<file path="src/rtl/nep_pkg.sv">
// Package for the note envelope phase and rate block.
// Holds shared widths, reset values, register indexes and the phase code.
// Depends on nothing.
package nep_pkg;

  localparam int TIME_BITS_DEF = 32;
  localparam int RATE_FRAC_DEF = 15;

  localparam int DUR_W    = 16;  // configured phase lengths
  localparam int FIT_W    = 18;  // fitted phase lengths, below 2 * (2^16 + 2^16)
  localparam int RATE_W   = 16;
  localparam int PHASE_W  = 2;
  localparam int SHARE_W  = 4;   // shares and bases in tenths
  localparam int CFG_IDX_W = 8;

  localparam logic [DUR_W-1:0] DECAY_RESET   = 16'd100;
  localparam logic [DUR_W-1:0] RELEASE_RESET = 16'd250;

  localparam logic [CFG_IDX_W-1:0] REG_DECAY   = 8'd0;
  localparam logic [CFG_IDX_W-1:0] REG_RELEASE = 8'd1;

  localparam logic [SHARE_W-1:0] TENTHS_ALL = 4'd10;

  typedef enum logic [PHASE_W-1:0] {
    PH_DECAY   = 2'd0,
    PH_SUSTAIN = 2'd1,
    PH_RELEASE = 2'd2
  } phase_e;

endpackage

</file>
<file path="src/rtl/nep_scale.sv">
// Final scaling: floor((base * 2^F + quotient) / 10) by reciprocal multiply and one correction.
// Three register stages, the last one is the output register. Depends on nep_pkg.
module nep_scale import nep_pkg::*; #(
  parameter int RATE_FRAC_BITS = RATE_FRAC_DEF
) (
  input  logic                      clk_i,
  input  logic                      rst_ni,
  input  logic                      in_valid_i,
  output logic                      in_ready_o,
  input  phase_e                    phase_i,
  input  logic [SHARE_W-1:0]        base_i,
  input  logic [RATE_FRAC_BITS+3:0] quot_i,
  output logic                      out_valid_o,
  input  logic                      out_ready_i,
  output logic [RATE_W-1:0]         rate_o,
  output phase_e                    phase_o
);
  localparam int QB = RATE_FRAC_BITS + SHARE_W;
  localparam logic [QB-1:0] RECIP = QB'((2 ** QB) / 10);

  logic v0_q, v1_q, v2_q;
  logic rdy0, rdy1, rdy2;
  assign rdy2 = !v2_q || out_ready_i;
  assign rdy1 = !v1_q || rdy2;
  assign rdy0 = !v0_q || rdy1;
  assign in_ready_o = rdy0;

  logic [QB-1:0]   x_d, x0_q, x1_q, q1_d, q1_q, q2_d;
  logic [2*QB-1:0] prod;
  logic [QB+3:0]   back;
  logic [QB+3:0]   rem;
  phase_e          ph0_q, ph1_q, ph2_q;
  logic [RATE_W-1:0] rate_q;

  always_comb begin
    x_d  = {base_i, {RATE_FRAC_BITS{1'b0}}} + quot_i;
    prod = {{QB{1'b0}}, x0_q} * {{QB{1'b0}}, RECIP};
    q1_d = prod[2*QB-1:QB];
    back = {4'b0, q1_q} * (QB+4)'(10);
    rem  = {4'b0, x1_q} - back;
    q2_d = (rem >= (QB+4)'(10)) ? q1_q + QB'(1) : q1_q;
  end

  always_ff @(posedge clk_i or negedge rst_ni) begin
    if (!rst_ni) begin
      v0_q <= 1'b0;
      v1_q <= 1'b0;
      v2_q <= 1'b0;
    end else begin
      if (rdy0) v0_q <= in_valid_i;
      if (rdy1) v1_q <= v0_q;
      if (rdy2) v2_q <= v1_q;
    end
  end

  always_ff @(posedge clk_i) begin
    if (rdy0 && in_valid_i) begin
      x0_q  <= x_d;
      ph0_q <= phase_i;
    end
    if (rdy1 && v0_q) begin
      x1_q  <= x0_q;
      q1_q  <= q1_d;
      ph1_q <= ph0_q;
    end
    if (rdy2 && v1_q) begin
      rate_q <= RATE_W'(q2_d);
      ph2_q  <= ph1_q;
    end
  end

  assign out_valid_o = v2_q;
  assign rate_o      = rate_q;
  assign phase_o     = ph2_q;
endmodule

</file>
<file path="config.mk">
export PLATFORM = sky130hd
export DESIGN_NAME = nep_scale
export DESIGN_NICKNAME = d
export VERILOG_FILES = /design/src/rtl/nep_pkg.sv /design/src/rtl/nep_scale.sv
export SDC_FILE = /design/constraint.sdc
export NUM_CORES = 1
export LEC_CHECK = 0
export BUFFER_PORTS_ARGS = -buffer_cell sky130_fd_sc_hd__buf_4
export CORE_ASPECT_RATIO = 1.25
export CORE_MARGIN = 2
export CORE_UTILIZATION = 40
export CTS_BUF_LIST = sky130_fd_sc_hd__clkbuf_8
export DETAILED_ROUTE_END_ITERATION = 16
export PLACE_DENSITY = 0.68
export SLEW_MARGIN = 10
export SYNTH_ARGS = -nofsm -noshare
export SYNTH_HDL_FRONTEND = slang
export SYNTH_SLANG_ARGS = --single-unit
</file>
<file path="constraint.sdc">
create_clock -name clk_i -period 5.6 [get_ports clk_i]
set_input_delay 0 -clock clk_i [delete_from_list [all_inputs] [get_ports clk_i]]
set_output_delay 0 -clock clk_i [all_outputs]
set_load 0.03 [all_outputs]
</file>
==> impl_metrics.csv <==
group,metric,value,unit
run_status,status,"finished, final reports clean",
drt,routed_via_density,5.17,
setup_path,arrival,5.74,ns
final_layout,final_core_util,48.4,%
sta,worst_pin_slew,1.03,ns
final_layout,drive_gt1_share,18.2,%
clocking,cts_root_buf,"clkbuf_8",
floorplan,ioPinCount,49,
floorplan,die_x,141,um
clocking,clk_pin_slew,0.09,ns
job,cap_viol_max_count,0,
floorplan,die_h,175,um
clocking,cts_made_buffers,9,
synth,syn_area_per_cell,10.9,um2
drt,drt_iter0_markers,278,
synth,syn-num-nets,1165,
grt,grt_pass1_vias,7108,
setup_path,cp_max_fo,3,
synth,synthesis.area,0.00940,mm2
grt,antenna_found_initial,0,
final_layout,fillCellCount,2035,
sta,finalCriticalPeriod,5.51,ns
sta,setup_viol,0,
drt,drt_first_pass_iters,4,
setup_path,critPathKind,"reg2reg",
synth,yosysUniqueCellTypes,73,
clocking,clkLatencyLatePin,0.38,ns
drt,antenna_left,0,
placement,placed_cells,1250,
sta,finClkSkew,0.0151,ns
setup_path,cp-end-kind,"flop",
floorplan,fp.coreArea,0.0230,mm2
final_layout,regArea,0.00233,mm2
placement,portBuffers,48,
synth,yosys_warnings,0,
synth,synth_seq_cells,78,
final_layout,syn2layout_area_growth,18.7,%
sta,final_hold_viol_count,0,
final_layout,stdcell_count,1298,
final_layout,antennaDiodeCount,0,
sta,post-route-period-util,98.5,%
sta,maxSlewViolCount,0,
sta,worst_hold_slack,0.0991,ns
grt,grt_pass1_wl,33.7,mm
drt,wl,20.3,mm
final_layout,nets,1307,
synth,synth_edf_count,75,
synth,syn_inst,863,
clocking,cts_sinks,78,
grt,grt_usage,17.0,%
sta,fmax,0.181,GHz
synth,yosysTopAreaCell,"ha_1",
clocking,cts_tree,"done",
setup_path,worst_setup_path_start_kind,"flop",
grt,grt_overflow,0,
drt,route.detailed.drc,0,
synth,synth_area_leaders,"ha_1, edfxtp_1, fa_1, inv_1, xnor2_1",
setup_path,cp_data_required_time,5.83,ns
floorplan,dieArea,0.0248,mm2
final_layout,final_common_cell,"ha_1",
final_layout,mostFrequentLayoutCells,"ha_1, inv_1, buf_4",
grt,grt_max_degree,37,
placement,routabilityCongestion,0.909,
drt,dr_total_vias,6715,
synth,synth_seq_area_share,24.8,%
clocking,cts_max_level,3,
clocking,cts_buffer_depth,2,
floorplan,initial_utilization,40.8,%
min_path,holdCritPathClass,"in2reg",
synth,async_flop_share,3.85,%
sta,max-slew-margin-rel,31.5,%
placement,dpl.hpwl,16.7,mm
final_layout,multi_input_area,0.00657,mm2
drt,drt-wirelength-per-cell,15.7,um
sta,rsz0062_at_grt,"true",
floorplan,rows,62,
synth,yosys_most_used_dff,"edfxtp_1",
synth,synth_top_area_share,24.6,%
-- worst paths after layout --
path | startpoint | endpoint | slack (ns) | cells past startpoint
worst max-delay path | x0_q[6] | q1_q[13] | 0.09 | 20
worst min-delay path | quot_i[17] | x0_q[18] | 0.1 | 4
worst max register to register | x0_q[6] | q1_q[13] | 0.09 | 20
worst min register to register | ph1_q[0] | phase_o[0] | 0.43 | 0
max in group asynchronous | rst_ni | v0_q | 4.93 | 3
min in group asynchronous | rst_ni | v1_q | 0.51 | 3
-- Yosys cell counts (3+ instances only) --
cell type / n
a2111oi_0: 3
a211oi_1: 7
a21o_1: 11
a21oi_1: 38
a2bb2oi_1: 4
a31oi_1: 3
and2_1: 7
and3_1: 8
buf_6: 3
dfrtp_1: 3
edfxtp_1: 75
fa_1: 88
ha_1: 185
inv_1: 160
nand2_1: 24
nand2b_1: 15
nand3_1: 15
nand3_2: 6
nand4_1: 12
nor2_1: 31
nor2b_1: 6
nor3_1: 11
nor4_1: 4
o2111ai_1: 4
o211ai_1: 5
o21ai_0: 20
o21bai_1: 4
o221ai_1: 3
or3_1: 4
xnor2_1: 37
xor2_1: 15
-- metrics by stage --
step / worst slack [ns] / setup TNS (ns) / instance area, um2
4_1_cts: 0.000222 / 0 / 11100
3_3_place_gp: -0.00702 / -0.00702 / 10500
2_1_floorplan: 0.0103 / 0 / 9410
5_1_grt: -0.0840 / -0.193 / 11200
6_report: 0.0863 / 0 / 11200
3_5_place_dp: -0.0943 / -0.206 / 10500
-- flip-flops by register name (all words and copies together), names as in the netlist --
name	flops
x0_q	19
x1_q	18
q1_q	16
rate_o	16
ph0_q	2
ph1_q	2
phase_o	2
out_valid_o	1
v0_q	1
v1_q	1
-- metal layers --
layer  vias up  track usage (%)  routed length [um]
li1       3294                -                   -
met4         0             5.46                 442
met1      3289             20.8                8690
met5         -                0                   0
met2       102             31.0               10700
met3        30             2.10                 473
-- layout make-up --
cell class	count	area share, %
Clock buffer	10	1.23
Timing Repair Buffer	138	9.98
Multi-Input combinational cell	618	58.8
Tap cell	288	3.23
Inverter	160	5.38
Clock inverter	6	0.471
Sequential cell	78	20.9
-- cell families (layout without fill, tap and decap cells) --
family	after synthesis	in the layout	synth area share [%]
compound gates	134	134	10.6
xor+xnor	52	52	4.84
fa+ha+maj	273	273	43.4
buf+inv	167	314	6.97
flops	78	78	24.8
mux	3	3	0.373
simple gates	156	156	9.06
-- what timing repair did --
action / 4_1_cts / 5_1_grt
hold endpoints to repair: 25 / 0
gates cloned: 0 / 0
gates resized for setup: 9 / 23
pin swaps: 12 / 31
hold buffers: 26 / 0
setup endpoints to repair: 4 / 26
buffers inserted: 4 / 2
-- worst max-delay path, cell delays in order (launching register included) --
cell,delay [ns]
edfxtp_1,0.48
ha_4,0.32
inv_2,0.04
fa_1,0.50
fa_1,0.53
fa_1,0.54
inv_2,0.04
fa_1,0.51
inv_2,0.04
fa_1,0.47
inv_1,0.04
ha_2,0.17
a21o_1,0.15
a21o_1,0.17
a221oi_4,0.27
o2111ai_1,0.15
nand2_1,0.14
o21ai_2,0.09
a31oi_4,0.17
or4b_1,0.44
o211ai_1,0.10
Power is not shown: default switching activity piles up to over one toggle a cycle in this logic, so the estimate is an artifact.
