## config.mk

```make
export PLATFORM = sky130hd
export DESIGN_NAME = nep_div
export DESIGN_NICKNAME = d
export VERILOG_FILES = /design/src/rtl/nep_pkg.sv /design/src/rtl/nep_div.sv
export SDC_FILE = /design/constraint.sdc
export NUM_CORES = 2
export LEC_CHECK = 0
export ABC_AREA = 1
export ABC_CLOCK_PERIOD_IN_PS = 7000
export BUFFER_PORTS_ARGS = -buffer_cell sky130_fd_sc_hd__buf_2
export CELL_PAD_IN_SITES_DETAIL_PLACEMENT = 1
export CELL_PAD_IN_SITES_GLOBAL_PLACEMENT = 1
export CORE_MARGIN = 2
export CORE_UTILIZATION = 52
export CTS_BUF_LIST = sky130_fd_sc_hd__clkbuf_8
export DETAILED_ROUTE_END_ITERATION = 7
export PLACE_DENSITY_LB_ADDON = 0.12
export SYNTH_ARGS = -nofsm -noshare
export SYNTH_HDL_FRONTEND = slang
export SYNTH_SLANG_ARGS = --single-unit
```

## constraint.sdc

```tcl
create_clock -name clk_i -period 7 [get_ports clk_i]
set_input_delay 1.05 -clock clk_i [delete_from_list [all_inputs] [get_ports clk_i]]
set_output_delay 1.05 -clock clk_i [all_outputs]
set_load 0.01 [all_outputs]
```

## src/rtl/nep_pkg.sv

```systemverilog
// Package for the note envelope phase and rate block.
// Holds shared widths, reset values, register indexes and the phase code.
// Depends on nothing.
package nep_pkg;

  localparam int TIME_BITS_DEF = 32;
  localparam int RATE_FRAC_DEF = 15;

  localparam int DUR_W    = 16;  // configured phase lengths
  localparam int FIT_W    = 18;  // fitted phase lengths, below 2 * (2^16 + 2^16)
  localparam int RATE_W   = 16;
  localparam int PHASE_W  = 2;
  localparam int SHARE_W  = 4;   // shares and bases in tenths
  localparam int CFG_IDX_W = 8;

  localparam logic [DUR_W-1:0] DECAY_RESET   = 16'd100;
  localparam logic [DUR_W-1:0] RELEASE_RESET = 16'd250;

  localparam logic [CFG_IDX_W-1:0] REG_DECAY   = 8'd0;
  localparam logic [CFG_IDX_W-1:0] REG_RELEASE = 8'd1;

  localparam logic [SHARE_W-1:0] TENTHS_ALL = 4'd10;

  typedef enum logic [PHASE_W-1:0] {
    PH_DECAY   = 2'd0,
    PH_SUSTAIN = 2'd1,
    PH_RELEASE = 2'd2
  } phase_e;

endpackage

```

## src/rtl/nep_div.sv

```systemverilog
// Pipelined restoring divider: floor(share * 2^F * num / den), one quotient bit a stage.
// Depends on nep_pkg.
module nep_div import nep_pkg::*; #(
  parameter int TIME_BITS      = TIME_BITS_DEF,
  parameter int RATE_FRAC_BITS = RATE_FRAC_DEF
) (
  input  logic                        clk_i,
  input  logic                        rst_ni,
  input  logic                        in_valid_i,
  output logic                        in_ready_o,
  input  phase_e                      phase_i,
  input  logic [SHARE_W-1:0]          base_i,
  input  logic [SHARE_W-1:0]          share_i,
  input  logic [TIME_BITS-1:0]        num_i,
  input  logic [TIME_BITS-1:0]        den_i,
  output logic                        out_valid_o,
  input  logic                        out_ready_i,
  output phase_e                      phase_o,
  output logic [SHARE_W-1:0]          base_o,
  output logic [RATE_FRAC_BITS+3:0]   quot_o
);
  localparam int TB = TIME_BITS;
  localparam int QB = RATE_FRAC_BITS + SHARE_W;
  localparam int NS = QB + 1;

  logic               v_q   [NS];
  logic               rdy   [NS+1];
  logic [TB-1:0]      rem_q [NS];
  logic [TB-1:0]      den_q [NS];
  logic [QB-1:0]      lo_q  [NS];
  logic [QB-1:0]      quo_q [NS];
  phase_e             ph_q  [NS];
  logic [SHARE_W-1:0] base_q[NS];

  logic [TB+SHARE_W-1:0] prod;
  assign prod = {{SHARE_W{1'b0}}, num_i} * {{TB{1'b0}}, share_i};

  assign rdy[NS]    = out_ready_i;
  assign in_ready_o = rdy[0];

  for (genvar k = 0; k < NS; k++) begin : g_stage
    assign rdy[k] = !v_q[k] || rdy[k+1];

    logic               vin;
    logic [TB-1:0]      rem_d, den_d;
    logic [QB-1:0]      lo_d, quo_d;
    phase_e             ph_d;
    logic [SHARE_W-1:0] base_d;

    if (k == 0) begin : g_first
      // The numerator's upper part seeds the remainder; it is already below den.
      always_comb begin
        vin    = in_valid_i;
        rem_d  = prod[TB+SHARE_W-1:SHARE_W];
        lo_d   = {prod[SHARE_W-1:0], {RATE_FRAC_BITS{1'b0}}};
        quo_d  = '0;
        den_d  = den_i;
        ph_d   = phase_i;
        base_d = base_i;
      end
    end else begin : g_step
      logic [TB:0] t;
      logic        ge;
      always_comb begin
        vin    = v_q[k-1];
        t      = {rem_q[k-1], lo_q[k-1][QB-1]};
        ge     = t >= {1'b0, den_q[k-1]};
        rem_d  = ge ? TB'(t - {1'b0, den_q[k-1]}) : t[TB-1:0];
        lo_d   = {lo_q[k-1][QB-2:0], 1'b0};
        quo_d  = {quo_q[k-1][QB-2:0], ge};
        den_d  = den_q[k-1];
        ph_d   = ph_q[k-1];
        base_d = base_q[k-1];
      end
    end

    always_ff @(posedge clk_i or negedge rst_ni) begin
      if (!rst_ni) begin
        v_q[k] <= 1'b0;
      end else if (rdy[k]) begin
        v_q[k] <= vin;
      end
    end

    always_ff @(posedge clk_i) begin
      if (rdy[k] && vin) begin
        rem_q[k]  <= rem_d;
        lo_q[k]   <= lo_d;
        quo_q[k]  <= quo_d;
        den_q[k]  <= den_d;
        ph_q[k]   <= ph_d;
        base_q[k] <= base_d;
      end
    end
  end

  assign out_valid_o = v_q[NS-1];
  assign phase_o     = ph_q[NS-1];
  assign base_o      = base_q[NS-1];
  assign quot_o      = quo_q[NS-1];
endmodule

```

==> flow_results.org <==
** Detailed routing
- The routed design has 306,000 µm of wire.
- Router iterations before antenna repair :: 5
- Via count of the routed design :: 71,100
- Antenna Violating Nets Remaining :: 0
- DRC :: 0
- Via-to-Cell Ratio :: 5.73
- Detailed-route wire length per cell :: roughly 25 µm
- DR iter-0 viols :: roughly 4,800

** Critical path
- Among cell families on the critical path, the largest total delay comes from simple AND/OR/NAND/NOR gates.
- Traced cell by cell, the critical path runs through nand4_2 -> nor2_2 -> nand4_2 -> nor2_2 -> nand4_2 -> nor2_4 -> nand2_2 -> nor2_2 -> nand3_2 -> nor2_4 -> nand4_2 -> buf_2.
- In this run the worst path has a maximum fanout of 4.
- At the worst endpoint, the required time is 5950 ps.
- Data arrives at the worst endpoint at ~3700 ps.
- In this run the critical register-to-register path is launched from rem_q[4][46].
- The slowest stage of the critical path belongs to the cell sky130_fd_sc_hd__dfrtp_1.
- Setup crit start kind :: register
- CP Capture Type :: output pin
- The critical path in this run is classified as register to output pin.
- In this run the worst setup path begins at out_valid_o.
- The most numerous cell type found on the critical path is sky130_fd_sc_hd__nand4_2.
- Count of buffering cells on the critical path with inverters included :: 1
- The largest single stage delay on the critical path is approximately 440 ps.

** Logic synthesis
- Post-Syn Instances :: around 9,600
- Area of the mapped netlist :: approximately 0.09 mm²
- Count of distinct cell types in the synthesized netlist :: 55
- Fraction of the mapped netlist area in compound gates :: 0.119
- After synthesis, the largest family of logic cells by area is simple AND/OR/NAND/NOR gates.
- Multiplexer fraction of the synthesized cell area :: 0
- The average instance in the mapped netlist occupies just under 10 µm².
- Post-Syn Nets :: slightly above 10,000
- Of the total synthesized cell area, the portion taken by AND, OR, NAND and NOR gates is 0.155.
- Parity-gate share of the synthesized area counting xor and xnor cells :: 0.0450
- Synthesized flop and latch total :: approximately 1,600
- Sequential share of the synthesized area :: 0.504
- Of the total synthesized cell area, the portion taken by full adders, half adders and majority gates is 0.104.
- Synth warnings :: 0

** Floorplanning
- The floorplan step defined a die boundary enclosing approximately 0.18 mm².
- Die boundary width :: between 400 and 500 µm
- In this run the vertical extent of the chip is roughly 430 µm.
- The initial utilization of the core area, before any placement, comes to 0.524.
- The floorplan step defined a core boundary enclosing between 0.15 and 0.2 mm².
- around 110 I/O pins were placed.
- The initialized floorplan defines 154 standard-cell rows.

** Hold path
- Worst hold-check path type :: primary input to register
- Origin of the worst min-delay path :: base_i[0]

** Timing
- In this run the tightest slew margin relative to its limit is 0.158.
- Final clock skew :: about 78 ps
- For the final routed database, the setup TNS stands at 0 ps.
- The number of failing hold endpoints at the final stage is 0.
- Setup violations remaining at the end of the flow were counted as 0.
- Setup slack on the critical path of the routed design comes to about 2300 ps.
- Fraction of the cycle the final worst path needs :: 0.672
- Setup repair after global routing left no endpoint under its margin.
- Peak clock frequency supported by timing :: roughly 0.21 GHz
- Clock period minus final worst setup slack :: ~4700 ps
- Max Slew Vio Count :: 0
- At the pin with the least slew margin, the transition time is 1260 ps.

** Clock tree
- # Post-CTS Setup Buffers :: 0
- Clock tree from TritonCTS :: yes
- CTS saw between 1,500 and 2,000 sinks.
- Clock-pin slew was measured on the worst setup and hold paths at ~60 ps.
- Clock buffer count from CTS :: just under 300
- Root Buffer :: sky130_fd_sc_hd__clkbuf_8
- Counting along the longest clock path gives a buffer depth of 4.
- Insertion delay to the later sink of the worst-skew pair :: ~1100 ps
- The H-tree was split into 5 levels.

** GRT
- Entering global routing, the biggest net connects 77 pins.
- GR Overflow Total :: 0
- The first global-routing pass estimated between 400,000 and 500,000 µm of wire.
- The via count of the first global-routing pass was 77,100.
- All-layer global routing usage :: 0.338
- The number of antenna violations at the first check in global routing was 4.

** Cells and area
- Finished layout cell area :: 0.101 mm²
- Share of cells above drive strength 1 :: 0.0893
- Filler instances :: around 20,000
- In the final layout, the multi-input gates occupy a little under 0.04 mm².
- Relative to the synthesized area, the layout overhead comes to 8.71%.
- Across the whole layout, storage elements account for roughly 0.047 mm².
- In the final design database the tool counted 10,700 nets.

** Placement
- Routability-driven placement finished with a final weighted congestion of ~0.96.
- Area of placed instances :: 0.0952 mm²
- The wire-length estimate of the detail-placed layout is approximately 240,000 µm.
- Buffers on Ports :: 104
- OpenSTA, run right after detailed placement, puts the worst setup slack at between 1500 and 2000 ps.

** Job
- Max-cap violations in this run came to 0.

** Pwr
- Total power per unit cell area :: around 530 mW/mm²
- The design draws 53,400 µW.
- The analysis attributes to cell leakage a power of about 0.044 µW.
- VDD sags by at most 0.408 mV.

** Run status
- The flow ran to the end, and the final reports show no timing, DRC or antenna violations.
## synth_stat cells, drive strengths merged
| cell type | number | area, µm² |
|---|---|---|
| o31ai | 3 | 22.5 |
| buf | 95 | 995 |
| a211oi | 13 | 97.6 |
| nand2 | 2196 | 8500 |
| o221ai | 1 | 8.76 |
| o21a | 27 | 203 |
| clkbuf | 28 | 108 |
| nand4 | 90 | 588 |
| a21oi | 590 | 3220 |
| a21o | 99 | 743 |
| nor3 | 130 | 666 |
| ha | 647 | 8100 |
| a221o | 12 | 120 |
| a31o | 1 | 8.76 |
| a221oi | 49 | 429 |
| fa | 78 | 1560 |
| o21bai | 44 | 526 |
| nor4 | 34 | 213 |
| edfxtp | 1536 | 46100 |
| o41ai | 1 | 16.3 |
| o211ai | 27 | 243 |
| nand3b | 36 | 270 |
| xor2 | 209 | 1830 |
| a31oi | 84 | 526 |
| nand3 | 318 | 1790 |
| inv | 1501 | 5650 |
| or2 | 4 | 25.0 |
| a21boi | 36 | 270 |
| nor2 | 605 | 2310 |
| a311oi | 5 | 43.8 |
| dfrtp | 20 | 500 |
| o2111ai | 2 | 17.5 |
| xnor2 | 267 | 2340 |
| o21ai | 786 | 4500 |
## what timing repair did
action,in CTS,in global routing
gates resized for setup,0,0
hold buffers,1,0
endpoints found under the hold margin,20,0
## cell families after synthesis
kind of cell | after synthesis
compound gates | 1780
xor+xnor | 476
fa+ha+maj | 725
buf+inv | 1624
flops | 1556
simple gates | 3413
## registers in the layout, summed over array words and instances, names as in the netlist
register     count
quo_q          190
den_q          608
rem_q          608
base_q          80
out_valid_o      1
g_stage.vin     19
ph_q            40
lo_q            10
## worst reg2reg max path: stages (launching register included)
cell and delay (ps):
sky130_fd_sc_hd__edfxtp_1 400, sky130_fd_sc_hd__ha_1 570, sky130_fd_sc_hd__nand2_1 420, sky130_fd_sc_hd__nor2_1 700, sky130_fd_sc_hd__nand2_1 240, sky130_fd_sc_hd__nor3_1 720
sky130_fd_sc_hd__nor3_1 170, sky130_fd_sc_hd__nand2_4 240, sky130_fd_sc_hd__inv_4 250, sky130_fd_sc_hd__nand2_1 250, sky130_fd_sc_hd__o21ai_0 130
## per-layer routing
layer	vias up	GRT usage	wire, µm
met5	-	0	30
met3	853	0.0580	15700
met2	2067	0.607	156000
met1	35100	0.373	114000
li1	33100	-	-
met4	4	0.200	20000
## metrics by stage
step / hold WS [ps] / instances / util
final: 154 / 12400 / 0.570
after global routing: 127 / 12400 / 0.570
after CTS: 72.4 / 12400 / 0.570
after detailed placement: 405 / 11900 / 0.539
after global placement: 401 / 11900 / 0.539
after floorplan: 400 / 9574 / -
## power by group
group | internal, µW | switching [µW]
Sequential | 14900 | 2210
Combinational | 8950 | 18800
Clock | 4580 | 4000
Total | 28400 | 25000
## layout by cell type, fill, tap and decap left out, types with 99 or more instances in the layout
cell / instances
sky130_fd_sc_hd__nand2_1: 2128
sky130_fd_sc_hd__inv_1: 1549
sky130_fd_sc_hd__edfxtp_1: 1536
sky130_fd_sc_hd__ha_1: 647
sky130_fd_sc_hd__nor2_1: 583
sky130_fd_sc_hd__a21oi_1: 547
sky130_fd_sc_hd__o21ai_0: 545
sky130_fd_sc_hd__clkbuf_8: 303
sky130_fd_sc_hd__nand3_1: 278
sky130_fd_sc_hd__xnor2_1: 267
sky130_fd_sc_hd__xor2_1: 209
sky130_fd_sc_hd__o21ai_2: 150
sky130_fd_sc_hd__nor3_1: 126
sky130_fd_sc_hd__buf_2: 104
sky130_fd_sc_hd__a21o_1: 99
## worst paths after layout
check | end | slack [ps] | depth (start not counted)
worst max-delay path | in_ready_o | 2300 | 12
worst min-delay path | base_q[0][0] | 150 | 1
worst max register to register | rem_q[4][72] | 2650 | 10
worst min register to register | quo_q[3][42] | 400 | 0
max in group asynchronous | g_stage[13].vin | 6070 | 2
min in group asynchronous | g_stage[10].vin | 550 | 2
## cell type report
cell class	count	share of cell area
diodes	3	0.0000746
clock buffers	303	0.0414
clock inverters	184	0.0120
inverters	1501	0.0562
multi-input cells	6394	0.390
flip-flops and latches	1556	0.463
well taps	2340	0.0291
repair buffers	136	0.00759
No activity file was read; power rests on OpenSTA's default activity.
