File: config.mk
export PLATFORM = sky130hd
export DESIGN_NAME = nep_front
export DESIGN_NICKNAME = d
export VERILOG_FILES = /design/src/rtl/nep_pkg.sv /design/src/rtl/nep_front.sv
export SDC_FILE = /design/constraint.sdc
export NUM_CORES = 1
export LEC_CHECK = 0
export BUFFER_PORTS_ARGS = -buffer_cell sky130_fd_sc_hd__buf_2
export CORE_MARGIN = 2
export CORE_UTILIZATION = 45
export CTS_CLUSTER_SIZE = 20
export DETAILED_ROUTE_END_ITERATION = 10
export HOLD_SLACK_MARGIN = 0.02
export RECOVER_POWER = 50
export REMOVE_ABC_BUFFERS = 1
export SYNTH_ARGS = -nofsm -noshare
export SYNTH_HDL_FRONTEND = slang
export SYNTH_SLANG_ARGS = --single-unit
File: constraint.sdc
create_clock -name clk_i -period 5.73 [get_ports clk_i]
set_clock_uncertainty 0.1 [all_clocks]
set_input_delay 0.573 -clock clk_i [delete_from_list [all_inputs] [get_ports clk_i]]
set_output_delay 0.573 -clock clk_i [all_outputs]
set_load 0.05 [all_outputs]
File: src/rtl/nep_pkg.sv
// Package for the note envelope phase and rate block.
// Holds shared widths, reset values, register indexes and the phase code.
// Depends on nothing.
package nep_pkg;

  localparam int TIME_BITS_DEF = 32;
  localparam int RATE_FRAC_DEF = 15;

  localparam int DUR_W    = 16;  // configured phase lengths
  localparam int FIT_W    = 18;  // fitted phase lengths, below 2 * (2^16 + 2^16)
  localparam int RATE_W   = 16;
  localparam int PHASE_W  = 2;
  localparam int SHARE_W  = 4;   // shares and bases in tenths
  localparam int CFG_IDX_W = 8;

  localparam logic [DUR_W-1:0] DECAY_RESET   = 16'd100;
  localparam logic [DUR_W-1:0] RELEASE_RESET = 16'd250;

  localparam logic [CFG_IDX_W-1:0] REG_DECAY   = 8'd0;
  localparam logic [CFG_IDX_W-1:0] REG_RELEASE = 8'd1;

  localparam logic [SHARE_W-1:0] TENTHS_ALL = 4'd10;

  typedef enum logic [PHASE_W-1:0] {
    PH_DECAY   = 2'd0,
    PH_SUSTAIN = 2'd1,
    PH_RELEASE = 2'd2
  } phase_e;

endpackage

File: src/rtl/nep_front.sv
// Front end: range checks, fitting of decay and release lengths, phase selection.
// Three register stages. Depends on nep_pkg.
module nep_front import nep_pkg::*; #(
  parameter int TIME_BITS = TIME_BITS_DEF
) (
  input  logic                 clk_i,
  input  logic                 rst_ni,
  input  logic [DUR_W-1:0]     decay_len_i,
  input  logic [DUR_W-1:0]     release_len_i,
  input  logic                 in_valid_i,
  output logic                 in_ready_o,
  input  logic [TIME_BITS-1:0] play_i,
  input  logic [TIME_BITS-1:0] start_i,
  input  logic [TIME_BITS-1:0] end_i,
  output logic                 out_valid_o,
  input  logic                 out_ready_i,
  output phase_e               phase_o,
  output logic [SHARE_W-1:0]   base_o,
  output logic [SHARE_W-1:0]   share_o,
  output logic [TIME_BITS-1:0] num_o,
  output logic [TIME_BITS-1:0] den_o
);
  localparam int TB = TIME_BITS;
  localparam int W  = ((TB > FIT_W) ? TB : FIT_W) + 2;

  logic va_q, vb_q, vc_q;
  logic rdy_a, rdy_b, rdy_c;

  assign rdy_c = !vc_q || out_ready_i;
  assign rdy_b = !vb_q || rdy_c;
  assign rdy_a = !va_q || rdy_b;
  assign in_ready_o = rdy_a;

  // Stage A: note length, offset, outside test and the midpoint.
  logic [TB-1:0] a_len_d, a_off_d, a_mid_d;
  logic          a_out_d;
  logic [TB-1:0] a_len_q, a_off_q, a_mid_q, a_start_q, a_end_q;
  logic          a_out_q;
  logic [TB:0]   sum_sd;
  logic [TB-1:0] end_r;

  always_comb begin
    a_out_d = (start_i > end_i) || (play_i > end_i) || (play_i < start_i);
    a_len_d = end_i - start_i;
    a_off_d = play_i - start_i;
    sum_sd  = {1'b0, start_i} + {{(TB+1-DUR_W){1'b0}}, decay_len_i};
    end_r   = end_i - {{(TB-DUR_W){1'b0}}, release_len_i};
    a_mid_d = sum_sd[TB:1] + {1'b0, end_r[TB-1:1]};
  end

  // Stage B: fit the lengths to the note.
  logic [FIT_W-1:0]   b_d_d, b_r_d;
  logic [SHARE_W-1:0] b_sdec_d, b_ssus_d;
  logic               b_wrap_d;
  logic [TB-1:0]      b_len_q, b_off_q;
  logic               b_out_q;
  logic [FIT_W-1:0]   b_d_q, b_r_q;
  logic [SHARE_W-1:0] b_sdec_q, b_ssus_q;
  logic [W-1:0]       len_w, d_w, dr_w;
  logic [TB-1:0]      dm, rm, lmd;

  always_comb begin
    len_w = W'(a_len_q);
    d_w   = W'(decay_len_i);
    dr_w  = W'(decay_len_i) + W'(release_len_i);
    dm    = a_mid_q - a_start_q;
    rm    = a_end_q - a_mid_q;
    lmd   = a_len_q - TB'(decay_len_i);
    b_d_d    = FIT_W'(decay_len_i);
    b_r_d    = FIT_W'(release_len_i);
    b_sdec_d = 4'd3;
    b_ssus_d = 4'd4;
    b_wrap_d = 1'b0;
    priority if (len_w < d_w) begin
    end else if (len_w < dr_w) begin
      b_r_d    = FIT_W'(lmd);
      b_sdec_d = 4'd5;
      b_ssus_d = 4'd0;
    end else if (len_w < {dr_w[W-2:0], 1'b0}) begin
      b_d_d    = FIT_W'(dm);
      b_r_d    = FIT_W'(rm);
      b_sdec_d = 4'd5;
      b_ssus_d = 4'd0;
      // With no decay and an odd start the rounded midpoint can fall just
      // before the start; the decay length then wraps to a huge value and
      // the rate of the decay phase is zero, as for a note outside its span.
      b_wrap_d = (a_mid_q < a_start_q);
    end
  end

  // Stage C: choose the phase and the operands of the scaled quotient.
  phase_e             c_ph_d, c_ph_q;
  logic [SHARE_W-1:0] c_base_d, c_share_d, c_base_q, c_share_q;
  logic [TB-1:0]      c_num_d, c_den_d, c_num_q, c_den_q;
  logic [W-1:0]       l_w, o_w, fd_w, fr_w, lr_w, span_w;

  always_comb begin
    l_w    = W'(b_len_q);
    o_w    = W'(b_off_q);
    fd_w   = W'(b_d_q);
    fr_w   = W'(b_r_q);
    lr_w   = l_w - fr_w;
    span_w = l_w - fd_w - fr_w;
    c_ph_d    = PH_DECAY;
    c_base_d  = '0;
    c_share_d = '0;
    c_num_d   = '0;
    c_den_d   = TB'(1);
    priority if (b_out_q) begin
    end else if (o_w < fd_w) begin
      if (b_d_q != '0) begin
        c_share_d = b_sdec_q;
        c_num_d   = b_off_q;
        c_den_d   = TB'(b_d_q);
      end
    end else if ((l_w >= fr_w) && (o_w <= lr_w)) begin
      c_ph_d = PH_SUSTAIN;
      if (span_w != '0) begin
        c_base_d  = b_sdec_q;
        c_share_d = b_ssus_q;
        c_num_d   = TB'(o_w - fd_w);
        c_den_d   = TB'(span_w);
      end else begin
        c_base_d = b_sdec_q + b_ssus_q;
      end
    end else begin
      c_ph_d = PH_RELEASE;
      if ((b_r_q == '0) || (l_w < fr_w)) begin
        c_base_d = TENTHS_ALL;
      end else begin
        c_base_d  = b_sdec_q + b_ssus_q;
        c_share_d = TENTHS_ALL - b_sdec_q - b_ssus_q;
        c_num_d   = TB'(o_w - lr_w);
        c_den_d   = TB'(b_r_q);
      end
    end
  end

  always_ff @(posedge clk_i or negedge rst_ni) begin
    if (!rst_ni) begin
      va_q <= 1'b0;
      vb_q <= 1'b0;
      vc_q <= 1'b0;
    end else begin
      if (rdy_a) va_q <= in_valid_i;
      if (rdy_b) vb_q <= va_q;
      if (rdy_c) vc_q <= vb_q;
    end
  end

  always_ff @(posedge clk_i) begin
    if (rdy_a && in_valid_i) begin
      a_len_q   <= a_len_d;
      a_off_q   <= a_off_d;
      a_out_q   <= a_out_d;
      a_mid_q   <= a_mid_d;
      a_start_q <= start_i;
      a_end_q   <= end_i;
    end
    if (rdy_b && va_q) begin
      b_len_q  <= a_len_q;
      b_off_q  <= a_off_q;
      b_out_q  <= a_out_q || b_wrap_d;
      b_d_q    <= b_d_d;
      b_r_q    <= b_r_d;
      b_sdec_q <= b_sdec_d;
      b_ssus_q <= b_ssus_d;
    end
    if (rdy_c && vb_q) begin
      c_ph_q    <= c_ph_d;
      c_base_q  <= c_base_d;
      c_share_q <= c_share_d;
      c_num_q   <= c_num_d;
      c_den_q   <= c_den_d;
    end
  end

  assign out_valid_o = vc_q;
  assign phase_o     = c_ph_q;
  assign base_o      = c_base_q;
  assign share_o     = c_share_q;
  assign num_o       = c_num_q;
  assign den_o       = c_den_q;
endmodule

==> impl_metrics.env, run 1 <==
export IMPL_worstPathArrival_ns=6.00
export IMPL_synth_top_cell_area_share_pct=33.82
export IMPL_drc=0
export IMPL_maxCapViolations=3
export IMPL_start_util_pct=45.52
export IMPL_hp_class="in -> reg"
export IMPL_cts_buffers=41
export IMPL_slew_headroom_pct=-154.3
export IMPL_cp_end_kind="flop"
export IMPL_io_pins=208
export IMPL_postSynthAreaPerCell_um2=9.364
export IMPL_clock_sinks=327
export IMPL_fill_cells=5793
export IMPL_r2r_cells=30
export IMPL_final_nets=4108
export IMPL_crit_fanout=11
export IMPL_crit_slowest_cell="edfxtp_1"
export IMPL_tightest_slew_ns=3.814
export IMPL_portBuffers=207
export IMPL_dr_pass1_iters=6
export IMPL_core_um2=63200
export IMPL_total_power_uw=12170
export IMPL_ir_worst_vdd_mv=0.2173
export IMPL_cts_tree="yes"
export IMPL_grtUsageTotal_pct=28.01
export IMPL_post_dp_cell_area_um2=32880
export IMPL_htree_levels=2
export IMPL_synth_edf_count=324
export IMPL_synth_largest_area_cell="edfxtp_1"
export IMPL_timing_fmax_mhz=173.5
export IMPL_required_ns=5.97
export IMPL_cts_root_buf="clkbuf_16"
export IMPL_synthCells=3072
export IMPL_grt_pass1_vias=25143
export IMPL_min_delay_path_depth=2
export IMPL_synth_warnings=0
export IMPL_die_width_um=256.8
export IMPL_grt_setup_unrepaired="yes"
export IMPL_synth_most_common_cell="ha_1"
export IMPL_synth_common_cells="ha_1, edfxtp_1, inv_1"
export IMPL_max_stage_delay_ns=0.50
export IMPL_min_period_over_period_pct=100.6
export IMPL_finalMaxSlewViolations=250
export IMPL_clk_latency_ns=0.60
export IMPL_hpwl_mm=76.92
export IMPL_synthTopCellsByArea="edfxtp_1, ha_1, xnor2_1"
export IMPL_antenna_left=0
export IMPL_rows=92
export IMPL_area_growth_pct=21.37
export IMPL_hold_viol=0
export IMPL_wl_per_cell_um=21.13
export IMPL_drt_iter0_drc=1990
export IMPL_die_h_um=256.8
export IMPL_grt_overflow=0
export IMPL_grt_max_degree=134
export IMPL_synthFlopType="edfxtp_1"
export IMPL_finalSetupViolCount=9
export IMPL_path_common_cell="buf_4"
export IMPL_synth_cell_types=87
export IMPL_synth_seq_cells=327
export IMPL_final_cell_area_um2=34920
export IMPL_violations="capacitance limit, slew limit, setup timing"
export IMPL_powerDensity_nw_per_um2=348.5
export IMPL_path_clk_slew_ns=0.06
export IMPL_avgViaCountPerCell=5.707
export IMPL_async_flop_share_pct=0.9174
export IMPL_setup_slack_ns=-0.03498
export IMPL_syn_cell_area_um2=28770
export IMPL_fin_crit_ns=5.765
export IMPL_vias=25517
export IMPL_die_area_um2=65970
export IMPL_critPathKind="reg -> reg"
export IMPL_pre_cts_slack_ns=-0.4356
export IMPL_wl_mm=94.49
export IMPL_routabilityCongestion=1.003
export IMPL_outcome="finished, violations left"
export IMPL_start_kind="flop"
export IMPL_p_leak_uw=0.01511
export IMPL_max_clock_path_buffers=3
export IMPL_yosysSeqAreaShare_pct=34.08
export IMPL_grt_pass1_wl_mm=143.0
export IMPL_antenna_found_initial=7
export IMPL_drive_above_1_share_pct=16.22
-- critical path: cells and delay by family, from the launching register on --
family	cells	cell delay (ns)
buffers and inverters	7	1.10
adder cells (fa/ha/maj)	2	0.58
flip-flops	1	0.50
XOR/XNOR	1	0.12
AO/OA/AOI/OAI	15	2.34
AND/OR/NAND/NOR	5	0.73
-- state kept, by name, summed over array words and instances (netlist names), 32 cells and up --
name and cells:
a_start_q 32, b_len_q 32, b_off_q 32, den_o 32, num_o 32, a_off_q 32
a_len_q 32, a_mid_q 32
-- path summary, 6_finish.rpt --
kind | start | to | slack [ns]
worst max-delay path | b_len_q[1] | num_o[14] | -0.03
worst min-delay path | in_valid_i | va_q | 0.09
worst max register to register | b_len_q[1] | num_o[14] | -0.03
worst min register to register | a_off_q[19] | b_off_q[19] | 0.30
max in group asynchronous | rst_ni | va_q | 5.16
min in group asynchronous | rst_ni | out_valid_o | 0.22
-- what timing repair did --
| item | 4_1_cts | 5_1_grt |
|---|---|---|
| resized for setup | 41 | 72 |
| buffers inserted | 8 | 11 |
| cloned | 3 | 0 |
| hold endpoints to repair | 3 | 0 |
| endpoints found under the setup margin | 49 | 76 |
| hold buffers | 1 | 0 |
| pin swaps | 26 | 43 |
-- layout by cell type, fill, tap and decap left out, drive strengths merged, types with 16 or more instances in the layout --
cell and instances:
or2 19, nand4 38, nand3 56, a211oi 31, or3 30, and2 33, o22ai 18, nor2b 55
a21oi 208, nor3 81, nor4 25, o21bai 20, buf 384, ha 377, o211ai 17, nor2 199
nand2b 77, a21o 112, a22oi 27, edfxtp 324, a31oi 20, o21a 47, o21ai 201, xnor2 219
xor2 88, inv 274, o31ai 17, nand2 187, and3 34, clkbuf 174, o221ai 16
-- report_power, final --
part	total, µW	leakage [µW]	internal, µW	switching (µW)
Clock	2810	0.000708	1700	1110
Sequential	3330	0.00318	3100	230
Combinational	6030	0.0112	2550	3480
-- area by class of cell --
type / count / area, µm² / share of cell area [%]
Antenna cell: 7 / 17.52 / 0.05017
Clock buffer: 47 / 1091 / 3.125
Clock inverter: 29 / 367.9 / 1.054
Inverter: 271 / 1017 / 2.913
Multi-Input combinational cell: 2432 / 18250 / 52.28
Sequential cell: 327 / 9804 / 28.08
Tap cell: 846 / 1059 / 3.032
Timing Repair Buffer: 512 / 3307 / 9.471
-- cell families (layout without fill, tap and decap cells) --
group	Yosys count	count (layout)	share of synthesized area [%]
other	0	7	0
AO/OA/AOI/OAI	859	859	19.54
AND/OR/NAND/NOR	871	871	15.32
buffers and inverters	313	859	4.197
XOR/XNOR	307	307	9.347
flip-flops	327	327	34.08
adder cells (fa/ha/maj)	391	391	17.37
multiplexers	4	4	0.1435
-- per-layer routing --
layer	up-vias	track usage, %	share of wire (%)
met4	0	11.32	4.0
met1	12138	37.91	45
met3	190	2.659	5.4
li1	12381	-	-
met2	808	46.07	46
met5	-	0	0
-- per-stage QoR --
stage                     cells  hold WS, ns  utilization, %  TNS [ns]
final                      4471      0.08549           55.25   -0.1018
after global routing       4471      0.07553           55.25    -6.393
after detailed placement   4365       0.2705           52.03    -17.97
after CTS                  4453      0.06459           54.88   -0.7114
after global placement     4365       0.2670           52.03    -16.69
after floorplan            3030       0.1774               -    -2.859
No activity file was read; power rests on OpenSTA's default activity.
==> run 2: changes to the inputs <==
Settings changed: TNS_END_PERCENT set to 30.
==> run 2 against run 1 <==
  * Cell area is 0.17% lower
  * The run still ends with capacitance limit, slew limit, setup timing left
  * Cell count about the same
  * Setup slack better by 0.0043 ns
  * Register-to-register slack barely moved
  * Critical endpoint unchanged
  * Die area unchanged
  * Critical path type unchanged
  * Largest cell class unchanged
  * Worst hold slack better by 0.0012 ns
==> impl_metrics.env, run 2 (synthesis gave the netlist of run 1 again) <==
export IMPL_max_stage_delay_ns=0.49
export IMPL_maxCapViolations=3
export IMPL_wl_mm=94.45
export IMPL_p_sw_uw=4820
export IMPL_tightest_slew_ns=3.808
export IMPL_path_clk_slew_ns=0.06
export IMPL_grt_overflow=0
export IMPL_ir_worst_vdd_mv=0.2188
export IMPL_setup_slack_ns=-0.03069
export IMPL_finalSetupViolCount=9
export IMPL_crit_fanout=11
export IMPL_grt_pass1_wl_mm=143.0
export IMPL_comb_power_share_pct=49.5
export IMPL_hold_viol=0
export IMPL_outcome="finished, violations left"
export IMPL_total_power_uw=12160
export IMPL_path_depth=30
export IMPL_cts_tree="yes"
export IMPL_max_clock_path_buffers=3
export IMPL_cts_root_buf="clkbuf_16"
export IMPL_die_width_um=256.8
export IMPL_start_util_pct=45.52
export IMPL_r2r_cells=30
export IMPL_post_dp_cell_area_um2=32880
export IMPL_reg2reg_from="b_len_q[1]"
export IMPL_clk_latency_ns=0.58
export IMPL_required_ns=5.97
export IMPL_reg2reg_slack_ns=-0.03
export IMPL_routabilityCongestion=1.003
export IMPL_slew_headroom_pct=-153.9
export IMPL_cts_buffers=41
export IMPL_drive_above_1_share_pct=15.93
export IMPL_final_cell_mix="ha_1, edfxtp_1, buf_4"
export IMPL_dpl_cell_count=4365
export IMPL_io_pins=208
export IMPL_stdcell_count=4467
export IMPL_grt_max_degree=134
export IMPL_hp_class="in -> reg"
export IMPL_critPathKind="reg -> reg"
export IMPL_path_common_cell="buf_4"
export IMPL_drt_iter0_drc=1976
export IMPL_min_period_over_period_pct=100.5
export IMPL_start_kind="flop"
export IMPL_p_sw_share_pct=39.64
export IMPL_grt_pass1_vias=25138
export IMPL_crit_slowest_cell="edfxtp_1"
export IMPL_worstPathArrival_ns=6.00
export IMPL_grt_setup_unrepaired="yes"
export IMPL_cp_end_kind="flop"
export IMPL_htree_levels=2
export IMPL_cp_num_buf_inv=7
export IMPL_clkPwrFrac_pct=23.1
export IMPL_die_area_um2=65970
export IMPL_pwr_share_seq_pct=27.4
export IMPL_final_common_cell="ha_1"
export IMPL_drc=0
export IMPL_die_h_um=256.8
export IMPL_final_nets=4105
export IMPL_final_cell_area_um2=34860
export IMPL_core_um2=63200
export IMPL_finalMaxSlewViolations=250
export IMPL_timing_fmax_mhz=173.6
export IMPL_avgViaCountPerCell=5.709
export IMPL_crit_family="compound AO/OA/AOI/OAI gates"
export IMPL_regToRegEndpoint="num_o[14]"
export IMPL_rows=92
export IMPL_portBuffers=207
export IMPL_clock_sinks=327
export IMPL_antenna_found_initial=7
export IMPL_dr_pass1_iters=5
export IMPL_vias=25503
export IMPL_endpoint="num_o[14]"
export IMPL_grtUsageTotal_pct=28.00
export IMPL_powerDensity_nw_per_um2=348.9
export IMPL_violations="capacitance limit, slew limit, setup timing"
export IMPL_hpwl_mm=76.92
export IMPL_wl_per_cell_um=21.14
export IMPL_area_growth_pct=21.16
export IMPL_p_leak_uw=0.01509
export IMPL_startpoint="b_len_q[1]"
export IMPL_intPower_uw=7339
export IMPL_antenna_left=0
export IMPL_fin_crit_ns=5.761
-- run 2: worst min-delay path by stage --
stage,startpoint,end,slack (ns),cells past startpoint
after global routing,start_i[28],a_start_q[28],0.08,1
final,in_valid_i,va_q,0.09,2
after CTS,start_i[28],a_start_q[28],0.06,1
after floorplan,rst_ni,out_valid_o,0.18,0
after detailed placement,rst_ni,vb_q,0.27,1
after global placement,rst_ni,va_q,0.27,1
-- run 2: final cells by class --
class                           count  area [µm²]
Antenna cell                        6       15.01
Clock buffer                       47        1091
Clock inverter                     29       367.9
Fill cell                        5788       28340
Inverter                          271        1017
Multi-Input combinational cell   2432       18210
Sequential cell                   327        9804
Tap cell                          846        1059
Timing Repair Buffer              509        3292
-- run 2: power by group through the flow --
stage               logic, µW  registers, µW  clock network (µW)
floorplan                3550           3540                   0
global placement         5590           3350                   0
detailed placement       5710           3360                   0
CTS                      5860           3310                2860
global route             6560           3360                2950
finish                   6020           3330                2810
-- run 2: timing repair --
action                                  CTS  global route
endpoints found under the setup margin   49            76
cloned                                    3             0
hold buffers                              1             0
gates resized for setup                  41            65
pin swaps                                26            40
setup buffers                             7             9
hold endpoints to repair                  3             0
-- run 2: routing by layer --
metal | track usage [%] | wire, µm
met5 | 0 | 0
met1 | 37.91 | 42480
met2 | 46.04 | 43360
met4 | 11.32 | 3690
met3 | 2.659 | 4919
-- run 2: metrics by stage --
stage          hold WS (ns)  worst slack, ns   TNS, ns  utilization (%)
2_1_floorplan        0.1774          -0.1806    -2.859                -
3_3_place_gp         0.2670          -0.4209    -16.69            52.03
3_5_place_dp         0.2705          -0.4356    -17.97            52.03
4_1_cts             0.06459         -0.08545   -0.7173            54.87
5_1_grt             0.07553          -0.2213    -6.468            55.16
6_report            0.08671         -0.03069  -0.08667            55.16
